===== config.mk =====
export PLATFORM = sky130hd
export DESIGN_NAME = mlq_slot_budget_scheduler
export DESIGN_NICKNAME = d
export VERILOG_FILES = /design/src/rtl/core/mlq_pkg.sv /design/src/rtl/core/mlq_ram.sv /design/src/rtl/core/mlq_slot_budget_scheduler.sv
export SDC_FILE = /design/constraint.sdc
export NUM_CORES = 2
export LEC_CHECK = 0
export BUFFER_PORTS_ARGS = -buffer_cell sky130_fd_sc_hd__buf_2
export CAP_MARGIN = 10
export CORE_MARGIN = 2
export CORE_UTILIZATION = 50
export DETAILED_ROUTE_END_ITERATION = 7
export HOLD_SLACK_MARGIN = 0.03
export PLACE_DENSITY = 0.67
export SKIP_CTS_REPAIR_TIMING = 1
export SYNTH_ARGS = -nofsm -noshare
export SYNTH_HDL_FRONTEND = slang
export SYNTH_SLANG_ARGS = --single-unit

===== constraint.sdc =====
create_clock -name clk -period 6.97 [get_ports clk]
set_input_delay 0.3485 -clock clk [delete_from_list [all_inputs] [get_ports clk]]
set_output_delay 0.3485 -clock clk [all_outputs]
set_load 0.02 [all_outputs]

===== src/rtl/core/mlq_pkg.sv =====
package mlq_pkg;

    localparam int NUM_PRIO_DEF    = 8;
    localparam int QUEUE_DEPTH_DEF = 16;

    localparam int ID_W   = 8;
    localparam int PRIO_W = 3;

    localparam logic OP_ADD = 1'b0;
    localparam logic OP_GET = 1'b1;

endpackage


===== src/rtl/core/mlq_ram.sv =====
module mlq_ram #(
    parameter int WIDTH = 8,
    parameter int DEPTH = 128
) (
    input  logic                     clk,
    input  logic                     we,
    input  logic [$clog2(DEPTH)-1:0] waddr,
    input  logic [WIDTH-1:0]         wdata,
    input  logic                     re,
    input  logic [$clog2(DEPTH)-1:0] raddr,
    output logic [WIDTH-1:0]         rdata
);

    logic [WIDTH-1:0] mem [DEPTH];
    logic [WIDTH-1:0] rdata_reg;

    always_ff @(posedge clk)
    begin
        if (we)
        begin
            mem[waddr] <= wdata;
        end
        if (re)
        begin
            rdata_reg <= mem[raddr];
        end
    end

    assign rdata = rdata_reg;

endmodule


===== src/rtl/core/mlq_slot_budget_scheduler.sv =====
// Multilevel ready-queue scheduler with a slot budget per priority level.
// Command channel: raise start with op, proc_id and priority_req; the command
// transfers at a rising edge where start is high and busy is low.
// op add appends proc_id to the FIFO of priority_req; a full FIFO or a level
// of NUM_PRIO or above sets dropped. op get scans levels circularly from the
// current one and dequeues from the first non-empty level with budget left
// (NUM_PRIO minus level), clearing the counts of exhausted levels on the way.
// Result channel: done is high for exactly one cycle with granted, grant_id,
// grant_priority, dropped and all_empty; the receiver cannot stall it.
// The command is registered at the transfer edge and executed in the EXEC
// state; its result is on the ports in the RESP state that follows. busy is
// high in the EXEC state only, so a command may transfer in the result cycle;
// the block cannot take a new command while it executes one, as busy covers
// the registered read of the queue memory.
// Reset (rst_n low, asynchronous) empties every queue, clears all slot
// counts and the current level; the queue memory itself is not cleared and
// needs no clearing pass.
module mlq_slot_budget_scheduler #(
    parameter int NUM_PRIO    = mlq_pkg::NUM_PRIO_DEF,
    parameter int QUEUE_DEPTH = mlq_pkg::QUEUE_DEPTH_DEF
) (
    input  logic                      clk,
    input  logic                      rst_n,
    input  logic                      start,
    output logic                      busy,
    input  logic                      op,
    input  logic [mlq_pkg::ID_W-1:0]   proc_id,
    input  logic [mlq_pkg::PRIO_W-1:0] priority_req,
    output logic                      done,
    output logic                      granted,
    output logic [mlq_pkg::ID_W-1:0]   grant_id,
    output logic [mlq_pkg::PRIO_W-1:0] grant_priority,
    output logic                      dropped,
    output logic                      all_empty
);

    localparam int LW    = $clog2(NUM_PRIO);
    localparam int XW    = ((LW > mlq_pkg::PRIO_W) ? LW : mlq_pkg::PRIO_W) + 1;
    localparam int HW    = $clog2(QUEUE_DEPTH);
    localparam int CW    = $clog2(QUEUE_DEPTH + 1);
    localparam int UW    = $clog2(NUM_PRIO + 1);
    localparam int DEPTH = NUM_PRIO * QUEUE_DEPTH;
    localparam int AW    = $clog2(DEPTH);

    localparam logic [1:0] S_IDLE = 2'd0;
    localparam logic [1:0] S_EXEC = 2'd1;
    localparam logic [1:0] S_RESP = 2'd2;

    logic [1:0] state_reg, state_next;

    logic                       op_reg;
    logic [mlq_pkg::ID_W-1:0]   id_reg;
    logic [mlq_pkg::PRIO_W-1:0] prio_reg;

    logic [HW-1:0] head_reg  [NUM_PRIO];
    logic [HW-1:0] head_next [NUM_PRIO];
    logic [CW-1:0] count_reg  [NUM_PRIO];
    logic [CW-1:0] count_next [NUM_PRIO];
    logic [UW-1:0] used_reg  [NUM_PRIO];
    logic [UW-1:0] used_next [NUM_PRIO];
    logic [LW-1:0] cur_reg, cur_next;

    logic                       granted_reg, granted_next;
    logic [mlq_pkg::PRIO_W-1:0] gprio_reg, gprio_next;
    logic                       dropped_reg, dropped_next;
    logic                       empty_reg, empty_next;

    logic accept;
    logic exec;

    logic [NUM_PRIO-1:0] ne_vec;
    logic [NUM_PRIO-1:0] ok_vec;
    logic [NUM_PRIO-1:0] hi_mask;
    logic [NUM_PRIO-1:0] sel_vec;
    logic [NUM_PRIO-1:0] sel_oh;
    logic [NUM_PRIO-1:0] clr_vec;
    logic [NUM_PRIO-1:0] last_vec;
    logic [NUM_PRIO-1:0] last_rev;
    logic [NUM_PRIO-1:0] last_oh;
    logic                any_ok;
    logic                any_ne;
    logic [LW-1:0]       srv_lvl;
    logic [LW-1:0]       last_ridx;
    logic [LW-1:0]       wrap_lvl;

    logic [XW-1:0] lvl_x;
    logic          lvl_ok;
    logic [LW-1:0] add_lvl;
    logic          add_drop;
    logic [CW:0]   tail_sum;
    logic [HW-1:0] tail_pos;

    logic          ram_we;
    logic          ram_re;
    logic [AW-1:0] ram_waddr;
    logic [AW-1:0] ram_raddr;
    logic [mlq_pkg::ID_W-1:0] ram_rdata;

    assign accept = start && !busy;
    assign exec   = (state_reg == S_EXEC);
    assign busy   = exec;

    always_comb
    begin
        state_next = state_reg;
        unique case (state_reg)
            S_IDLE:  state_next = start ? S_EXEC : S_IDLE;
            S_EXEC:  state_next = S_RESP;
            S_RESP:  state_next = start ? S_EXEC : S_IDLE;
            default: state_next = S_IDLE;
        endcase
    end

    always_ff @(posedge clk or negedge rst_n)
    begin
        if (!rst_n)
        begin
            state_reg <= S_IDLE;
        end
        else
        begin
            state_reg <= state_next;
        end
    end

    always_ff @(posedge clk)
    begin
        if (accept)
        begin
            op_reg   <= op;
            id_reg   <= proc_id;
            prio_reg <= priority_req;
        end
    end

    // Level flags and circular scan
    genvar gp;
    generate
        for (gp = 0; gp < NUM_PRIO; gp++)
        begin : g_lvl
            assign ne_vec[gp]  = (count_reg[gp] != '0);
            assign ok_vec[gp]  = ne_vec[gp] && (used_reg[gp] < UW'(NUM_PRIO - gp));
            assign hi_mask[gp] = (cur_reg <= LW'(gp));
            assign clr_vec[gp] = ne_vec[gp] &&
                ((srv_lvl >= cur_reg) ? (hi_mask[gp] && (LW'(gp) < srv_lvl))
                                      : (hi_mask[gp] || (LW'(gp) < srv_lvl)));
            assign last_rev[gp] = last_vec[NUM_PRIO - 1 - gp];
        end
    endgenerate

    assign any_ok  = |ok_vec;
    assign any_ne  = |ne_vec;
    assign sel_vec = (|(ok_vec & hi_mask)) ? (ok_vec & hi_mask) : ok_vec;
    assign sel_oh  = sel_vec & (~sel_vec + 1'b1);

    // last non-empty level in scan order: the next scan starts after it
    assign last_vec = (|(ne_vec & ~hi_mask)) ? (ne_vec & ~hi_mask) : (ne_vec & hi_mask);
    assign last_oh  = last_rev & (~last_rev + 1'b1);

    always_comb
    begin
        srv_lvl   = '0;
        last_ridx = '0;
        for (int p = 0; p < NUM_PRIO; p++)
        begin
            if (sel_oh[p])
            begin
                srv_lvl = srv_lvl | LW'(p);
            end
            if (last_oh[p])
            begin
                last_ridx = last_ridx | LW'(p);
            end
        end
    end

    assign wrap_lvl = (last_ridx == '0) ? '0 : LW'(NUM_PRIO) - last_ridx;

    // Add path
    assign lvl_x    = XW'(prio_reg);
    assign lvl_ok   = (lvl_x < XW'(NUM_PRIO));
    assign add_lvl  = lvl_ok ? lvl_x[LW-1:0] : '0;
    assign add_drop = !lvl_ok || (count_reg[add_lvl] == CW'(QUEUE_DEPTH));
    assign tail_sum = (CW + 1)'(head_reg[add_lvl]) + (CW + 1)'(count_reg[add_lvl]);
    assign tail_pos = (tail_sum >= (CW + 1)'(QUEUE_DEPTH))
                    ? HW'(tail_sum - (CW + 1)'(QUEUE_DEPTH))
                    : HW'(tail_sum);

    assign ram_we    = exec && (op_reg == mlq_pkg::OP_ADD) && !add_drop;
    assign ram_re    = exec && (op_reg == mlq_pkg::OP_GET) && any_ok;
    assign ram_waddr = AW'(add_lvl) * AW'(QUEUE_DEPTH) + AW'(tail_pos);
    assign ram_raddr = AW'(srv_lvl) * AW'(QUEUE_DEPTH) + AW'(head_reg[srv_lvl]);

    always_comb
    begin
        head_next    = head_reg;
        count_next   = count_reg;
        used_next    = used_reg;
        cur_next     = cur_reg;
        granted_next = 1'b0;
        gprio_next   = '0;
        dropped_next = 1'b0;
        if (exec)
        begin
            if (op_reg == mlq_pkg::OP_ADD)
            begin
                dropped_next = add_drop;
                if (!add_drop)
                begin
                    count_next[add_lvl] = count_reg[add_lvl] + 1'b1;
                end
            end
            else if (any_ok)
            begin
                for (int p = 0; p < NUM_PRIO; p++)
                begin
                    if (clr_vec[p])
                    begin
                        used_next[p] = '0;
                    end
                end
                used_next[srv_lvl]  = used_reg[srv_lvl] + 1'b1;
                count_next[srv_lvl] = count_reg[srv_lvl] - 1'b1;
                head_next[srv_lvl]  = (head_reg[srv_lvl] == HW'(QUEUE_DEPTH - 1))
                                    ? '0 : head_reg[srv_lvl] + 1'b1;
                cur_next     = srv_lvl;
                granted_next = 1'b1;
                gprio_next   = (mlq_pkg::PRIO_W)'(srv_lvl);
            end
            else
            begin
                for (int p = 0; p < NUM_PRIO; p++)
                begin
                    used_next[p] = '0;
                end
                if (any_ne)
                begin
                    cur_next = wrap_lvl;
                end
            end
        end
    end

    always_comb
    begin
        empty_next = 1'b1;
        for (int p = 0; p < NUM_PRIO; p++)
        begin
            if (count_next[p] != '0)
            begin
                empty_next = 1'b0;
            end
        end
    end

    always_ff @(posedge clk or negedge rst_n)
    begin
        if (!rst_n)
        begin
            for (int p = 0; p < NUM_PRIO; p++)
            begin
                head_reg[p]  <= '0;
                count_reg[p] <= '0;
                used_reg[p]  <= '0;
            end
            cur_reg <= '0;
        end
        else
        begin
            head_reg  <= head_next;
            count_reg <= count_next;
            used_reg  <= used_next;
            cur_reg   <= cur_next;
        end
    end

    always_ff @(posedge clk)
    begin
        if (exec)
        begin
            granted_reg <= granted_next;
            gprio_reg   <= gprio_next;
            dropped_reg <= dropped_next;
            empty_reg   <= empty_next;
        end
    end

    mlq_ram #(
        .WIDTH (mlq_pkg::ID_W),
        .DEPTH (DEPTH)
    ) u_store (
        .clk   (clk),
        .we    (ram_we),
        .waddr (ram_waddr),
        .wdata (id_reg),
        .re    (ram_re),
        .raddr (ram_raddr),
        .rdata (ram_rdata)
    );

    assign done           = (state_reg == S_RESP);
    assign granted        = granted_reg;
    assign grant_id       = granted_reg ? ram_rdata : '0;
    assign grant_priority = gprio_reg;
    assign dropped        = dropped_reg;
    assign all_empty      = empty_reg;

`ifndef NO_ASSERTIONS
    a_accept_busy : assert property (@(posedge clk) disable iff (!rst_n)
        accept |=> busy)
        else $error("transfer did not start execution");

    a_busy_done : assert property (@(posedge clk) disable iff (!rst_n)
        busy |=> done && !busy)
        else $error("result not delivered one cycle after execution");

    a_grant_drop : assert property (@(posedge clk) disable iff (!rst_n)
        done && dropped |-> !granted && (grant_id == '0))
        else $error("dropped add reported a grant");

    a_grant_level : assert property (@(posedge clk) disable iff (!rst_n)
        exec && granted_next |-> ne_vec[srv_lvl])
        else $error("grant from an empty level");
`endif

endmodule


# Yosys cells after proc, flatten, opt, wreduce, memory -nomap -nowiden
# Memory sizes are Yosys's and may differ from the RTL's. A register that Yosys moved wholly into a read port is not among the register bits.
# Cells that the tools add are included.
# totals
reg_bits	127
ramBits	1024
in_bits	15
mem_count	1
# op_classes
addsub	11
magnitude_cmp	31
n_eq_ne	4
mux	99
n_bitwise	11
reduce_logical	72
# mem_list
name	depth	word_bits	rd	rd_clocked_by_memory_dff	wr	line_no	text
u_store.mem	128	8	1	1	1	mlq_ram.sv:14	logic [WIDTH-1:0] mem [DEPTH];
# ops
cell	count
2-to-1 mux 4 bit	41
2-to-1 mux 40 bit	4
bitwise mux 40 bit	2
nonzero test 5 bit	16
bitwise mux 32 bit	2
bitwise AND 8 bit	5
binary-select mux 4 bit (select 3 bit)	3
2-to-1 mux 3 bit	12
2-to-1 mux 32 bit	1
OR reduction 8 bit	4
logical AND 1 bit	31
binary-select mux 5 bit (select 3 bit)	2
demux 5 bit (select 3 bit)	2
2-to-1 mux 5 bit	6
2-to-1 mux 8 bit	3
NOT 8 bit	3
adder 8 x 1 -> 8 bit, second input constant	2
< comparator 4 x 3 -> 1 bit, second input constant	4
2-to-1 mux 1 bit	15
adder 7 x 4 -> 7 bit	2
demux 4 bit (select 3 bit)	1
<= comparator 3 bit, second input constant	4
< comparator 3 bit, first input constant	4
< comparator 4 x 1 -> 1 bit, second input constant	3
33 further kinds	56

# Depth between registers and ports, before layout
# depth
word_depth	26
mapped_depth	21
depth_no_buf	18

# By module
# From an unflattened synthesis, not the netlist that was laid out.
# unflattened
cells_unflattened	2638
hier_area_um2	48417.7
# by_module_without_submodules
mod	instances	cells_per_inst	area_each_um2	seq_area_each_um2
mlq_ram	1	1635	39745.6	30989.7
mlq_slot_budget_scheduler	1	1003	8672.1	3268.1

# Worst setup path after synthesis
# OpenSTA, ideal clock, no wires.
# synth_path
kind	register -> register
startpoint	reg count_reg[6] (netlist bit)
endpoint	reg empty_reg, in the netlist all_empty (data pin)
setup_ps	170
arrival_ps	5477
required_ps	6800
path_slack_ps	1323
stages_incl_launch_ff	21
cell_sequence	dfrtp_1 -> or4_4 -> o21ai_2 -> o21ai_2 -> nor4_4 -> o21ai_2 -> buf_2 -> buf_1 -> nand4_1 -> o2111ai_1 -> or3_1 -> ha_1 -> inv_1 -> mux2_2 -> a221o_1 -> nand4bb_1 -> nor4_1 -> nand3_1 -> or4_1 -> or4_1 -> nor4_2
# synth_rtl
element	line_no	text
start, declared	mlq_slot_budget_scheduler.sv:57	logic [CW-1:0] count_reg [NUM_PRIO];
start signal, assigned	mlq_slot_budget_scheduler.sv:271	count_reg <= count_next;
end signal, assigned	mlq_slot_budget_scheduler.sv:284	empty_reg <= empty_next;
end, declared	mlq_slot_budget_scheduler.sv:66	logic empty_reg, empty_next;

==> results.sh <==
export IMPL_n_fill_cell=7784
export IMPL_hold_class="input pin to async pin"
export IMPL_period_needed_ns=6.71
export IMPL_die_area_sq_um=101000
export IMPL_clkSlewWorstSetupHoldPaths_ns=0.06
export IMPL_coreArea_sq_um=98000
export IMPL_io_pin_count=31
export IMPL_clockBufferDepth=3
export IMPL_cts_tree="done"
export IMPL_initial_core_util_pct=50.3
export IMPL_critPathLaunchType="flop"
export IMPL_synth_seq_cells=1159
export IMPL_synthesis_area_sq_um=49300
export IMPL_vias_per_cell=6.43
export IMPL_tns_ns=0
export IMPL_synth_avg_cell_area_sq_um=14.0
export IMPL_grt_pass1_wl_um=212000
export IMPL_cts_sinks=1159
export IMPL_syn_nets=3541
export IMPL_antenna_found_initial=5
export IMPL_fmax_ghz=0.149
export IMPL_synth_top_area_share_pct=64.0
export IMPL_overflow=0
export IMPL_synth_edf_count=1050
export IMPL_path_delay_family="compound AO/OA/AOI/OAI gates"
export IMPL_dieWidth_um=318
export IMPL_fin_skew_ns=0.0374
export IMPL_total_power_w=0.0281
export IMPL_finalCritPeriodShare_pct=96.2
export IMPL_largest_reg_flops=1024
export IMPL_n_antenna_cell=0
export IMPL_cts_buffers=114
export IMPL_worstPathMaxFanout=9
export IMPL_fin_nets=3644
export IMPL_gp_congestion=0.968
export IMPL_grt_usage_pct=28.4
export IMPL_slew_headroom_pct=10.8
export IMPL_port_buffers=30
export IMPL_synth_seq_area_share_pct=69.5
export IMPL_leakage_nw=18.4
export IMPL_synth_warning_count=0
export IMPL_drt_initial_drc_count=4268
export IMPL_wire_per_inst_um=29.1
export IMPL_syn2layout_area_growth_pct=12.0
export IMPL_grt_start_max_net_pins=136
export IMPL_clockRootBuffer="clkbuf_16"
export IMPL_drt_pass1_iter_count=5
export IMPL_crit_path_cell_trace="a211oi_1 -> o21ai_2 -> o21ai_2 -> o31ai_1 -> a211oi_1 -> and4_1 -> nand3_1 -> and4b_1 -> ha_1 -> inv_1 -> mux2_2 -> a221o_1 -> nand4bb_1 -> nor4_1 -> nand3_1 -> or4_1 -> or4_1 -> nor4_2"
export IMPL_critPathKind="flop to flop"
export IMPL_rsz0062_at_grt="false"
export IMPL_drive_gt1_share_pct=12.1
export IMPL_synth_area_top_cells="edfxtp_1, mux2i_1, dfrtp_1"
export IMPL_synth_flop_cell="edfxtp_1"
export IMPL_slowest_stage="a211oi_1"
export IMPL_status="finished, final reports clean"
export IMPL_grt_pass1_vias=30600
export IMPL_clkLatencyLatePin_ns=0.72
export IMPL_setup_viol=0
export IMPL_hold_viol_final=0
export IMPL_antenna_left=0
export IMPL_tightestPinTransition_ns=1.33
export IMPL_totalWireLength_um=146000
export IMPL_htree_levels=3
export IMPL_p_per_area_nw_per_um2=509
export IMPL_maxCapViolCount=0
export IMPL_rows=115
export IMPL_worst_setup_path_end_kind="flop"
export IMPL_yosysTopAreaCell="edfxtp_1"
export IMPL_crit_buf_inv=1
export IMPL_ys_types=92
export IMPL_arrival_ns=7.23
export IMPL_dr_total_vias=32100
export IMPL_vdd_ir_drop_max_mv=0.604
export IMPL_ys_async_sr_fraction_pct=9.40
export IMPL_synth_cells=3512
export IMPL_hpwl_um=93600
export IMPL_drc=0
export IMPL_die_h_um=318
export IMPL_cp_required_ns=7.49
export IMPL_max_stage_delay_ns=1.05
export IMPL_maxSlewViolCount=0
[metrics by stage]
step / hold slack, ns / instances / worst slack [ns] / cell area (sq um) / utilization, %
2_1_floorplan: 0.0529 / 3512 / 1.32 / 49300 / -
3_3_place_gp: 0.349 / 4771 / 0.513 / 51500 / 52.5
3_5_place_dp: 0.344 / 4771 / 0.479 / 51500 / 52.5
4_1_cts: -0.399 / 4983 / 0.426 / 55000 / 56.1
5_1_grt: 0.209 / 4998 / 0.0187 / 55200 / 56.3
6_report: 0.174 / 4998 / 0.261 / 55200 / 56.3
[report_power, final]
group	switching, W	total, W	internal (W)
clock	0.00263	0.00586	0.00324
sequential	0.000373	0.00829	0.00792
combinational	0.00921	0.0139	0.00472
[kinds of logic (layout without fill, tap and decap cells)]
kind of cell	Yosys count	after routing	synth area share [%]
adder cells (fa/ha/maj)	18	18	0.452
AO/OA/AOI/OAI	713	713	10.2
buffers and inverters	270	469	2.40
multiplexers	419	419	8.81
XOR/XNOR	11	11	0.211
flip-flops	1159	1159	69.5
AND/OR/NAND/NOR	922	922	8.38
[cells in the final DEF (no fill, tap or decap), types with 17 or more instances in the layout]
cell,n
nor3_1,19
nor2_1,207
mux2_2,51
a31oi_1,47
and3_1,17
o22ai_1,79
a22oi_1,22
o221ai_1,72
clkinv_2,19
mux2_1,17
nand2_1,433
mux2i_1,346
clkinv_1,26
nand3_1,97
buf_2,29
o211ai_1,41
nand4_1,35
o22a_1,18
o21ai_0,107
a221oi_1,27
clkbuf_1,36
and2_1,34
a2bb2oi_1,23
buf_4,146
a21oi_1,121
clkbuf_16,114
o41ai_1,27
dfrtp_1,109
inv_1,48
edfxtp_1,1050
[synth_stat cells (14+ instances only)]
cell type / instances
nor3_1: 19
mux2i_1: 346
o21ai_0: 107
nor4_1: 14
mux2_1: 17
o22a_1: 18
nand2_1: 436
mux2_2: 51
a31oi_1: 47
o41ai_1: 27
edfxtp_1: 1050
nor2_1: 208
inv_1: 48
nand4_1: 35
a21oi_1: 122
a22oi_1: 22
and3_1: 18
clkbuf_1: 125
a2bb2oi_1: 23
a221oi_1: 27
nand3_1: 97
buf_2: 56
dfrtp_1: 109
and2_1: 34
o211ai_1: 41
o22ai_1: 79
o221ai_1: 72
buf_1: 20
[final timing paths]
path	slack, ns	endpoint	depth (start not counted)	start
worst min register to register	0.46	state_reg[0]	1	state_reg[0]
max in group asynchronous	5.35	used_reg[10]	3	rst_n
worst max-delay path	0.26	all_empty	18	used_reg[9]
min in group clk	0.37	op_reg	2	op
worst max register to register	0.26	all_empty	18	used_reg[9]
worst min-delay path	0.17	count_reg[2]	2	rst_n
[cell type report]
class	instances	area, sq um	area share (%)
repair buffers	204	1680	3.04
flip-flops and latches	1159	34300	62.1
clock buffers	153	3030	5.49
clock inverters	59	492	0.892
well taps	1287	1610	2.92
multi-input cells	2083	13900	25.2
inverters	53	206	0.374
[worst register-to-register path, stage by stage (launching register included)]
cell	delay (ns)
dfrtp_1	0.40
a211oi_1	0.53
o21ai_2	0.21
o21ai_2	0.42
o31ai_1	0.17
a211oi_1	1.05
and4_1	0.56
nand3_1	0.13
and4b_1	0.24
ha_1	0.32
inv_1	0.11
mux2_2	0.28
a221o_1	0.34
nand4bb_1	0.20
nor4_1	0.31
nand3_1	0.16
or4_1	0.49
or4_1	0.49
nor4_2	0.13
[per-layer routing]
| metal | wire [um] | vias up | global-route usage, % |
|---|---|---|---|
| met4 | 5220 | 4 | 10.1 |
| met2 | 66500 | 1859 | 43.9 |
| li1 | - | 13800 | - |
| met1 | 59000 | 16100 | 40.3 |
| met5 | 27 | - | 0 |
| met3 | 14800 | 326 | 5.65 |
Power figures use the tool's default switching activity.
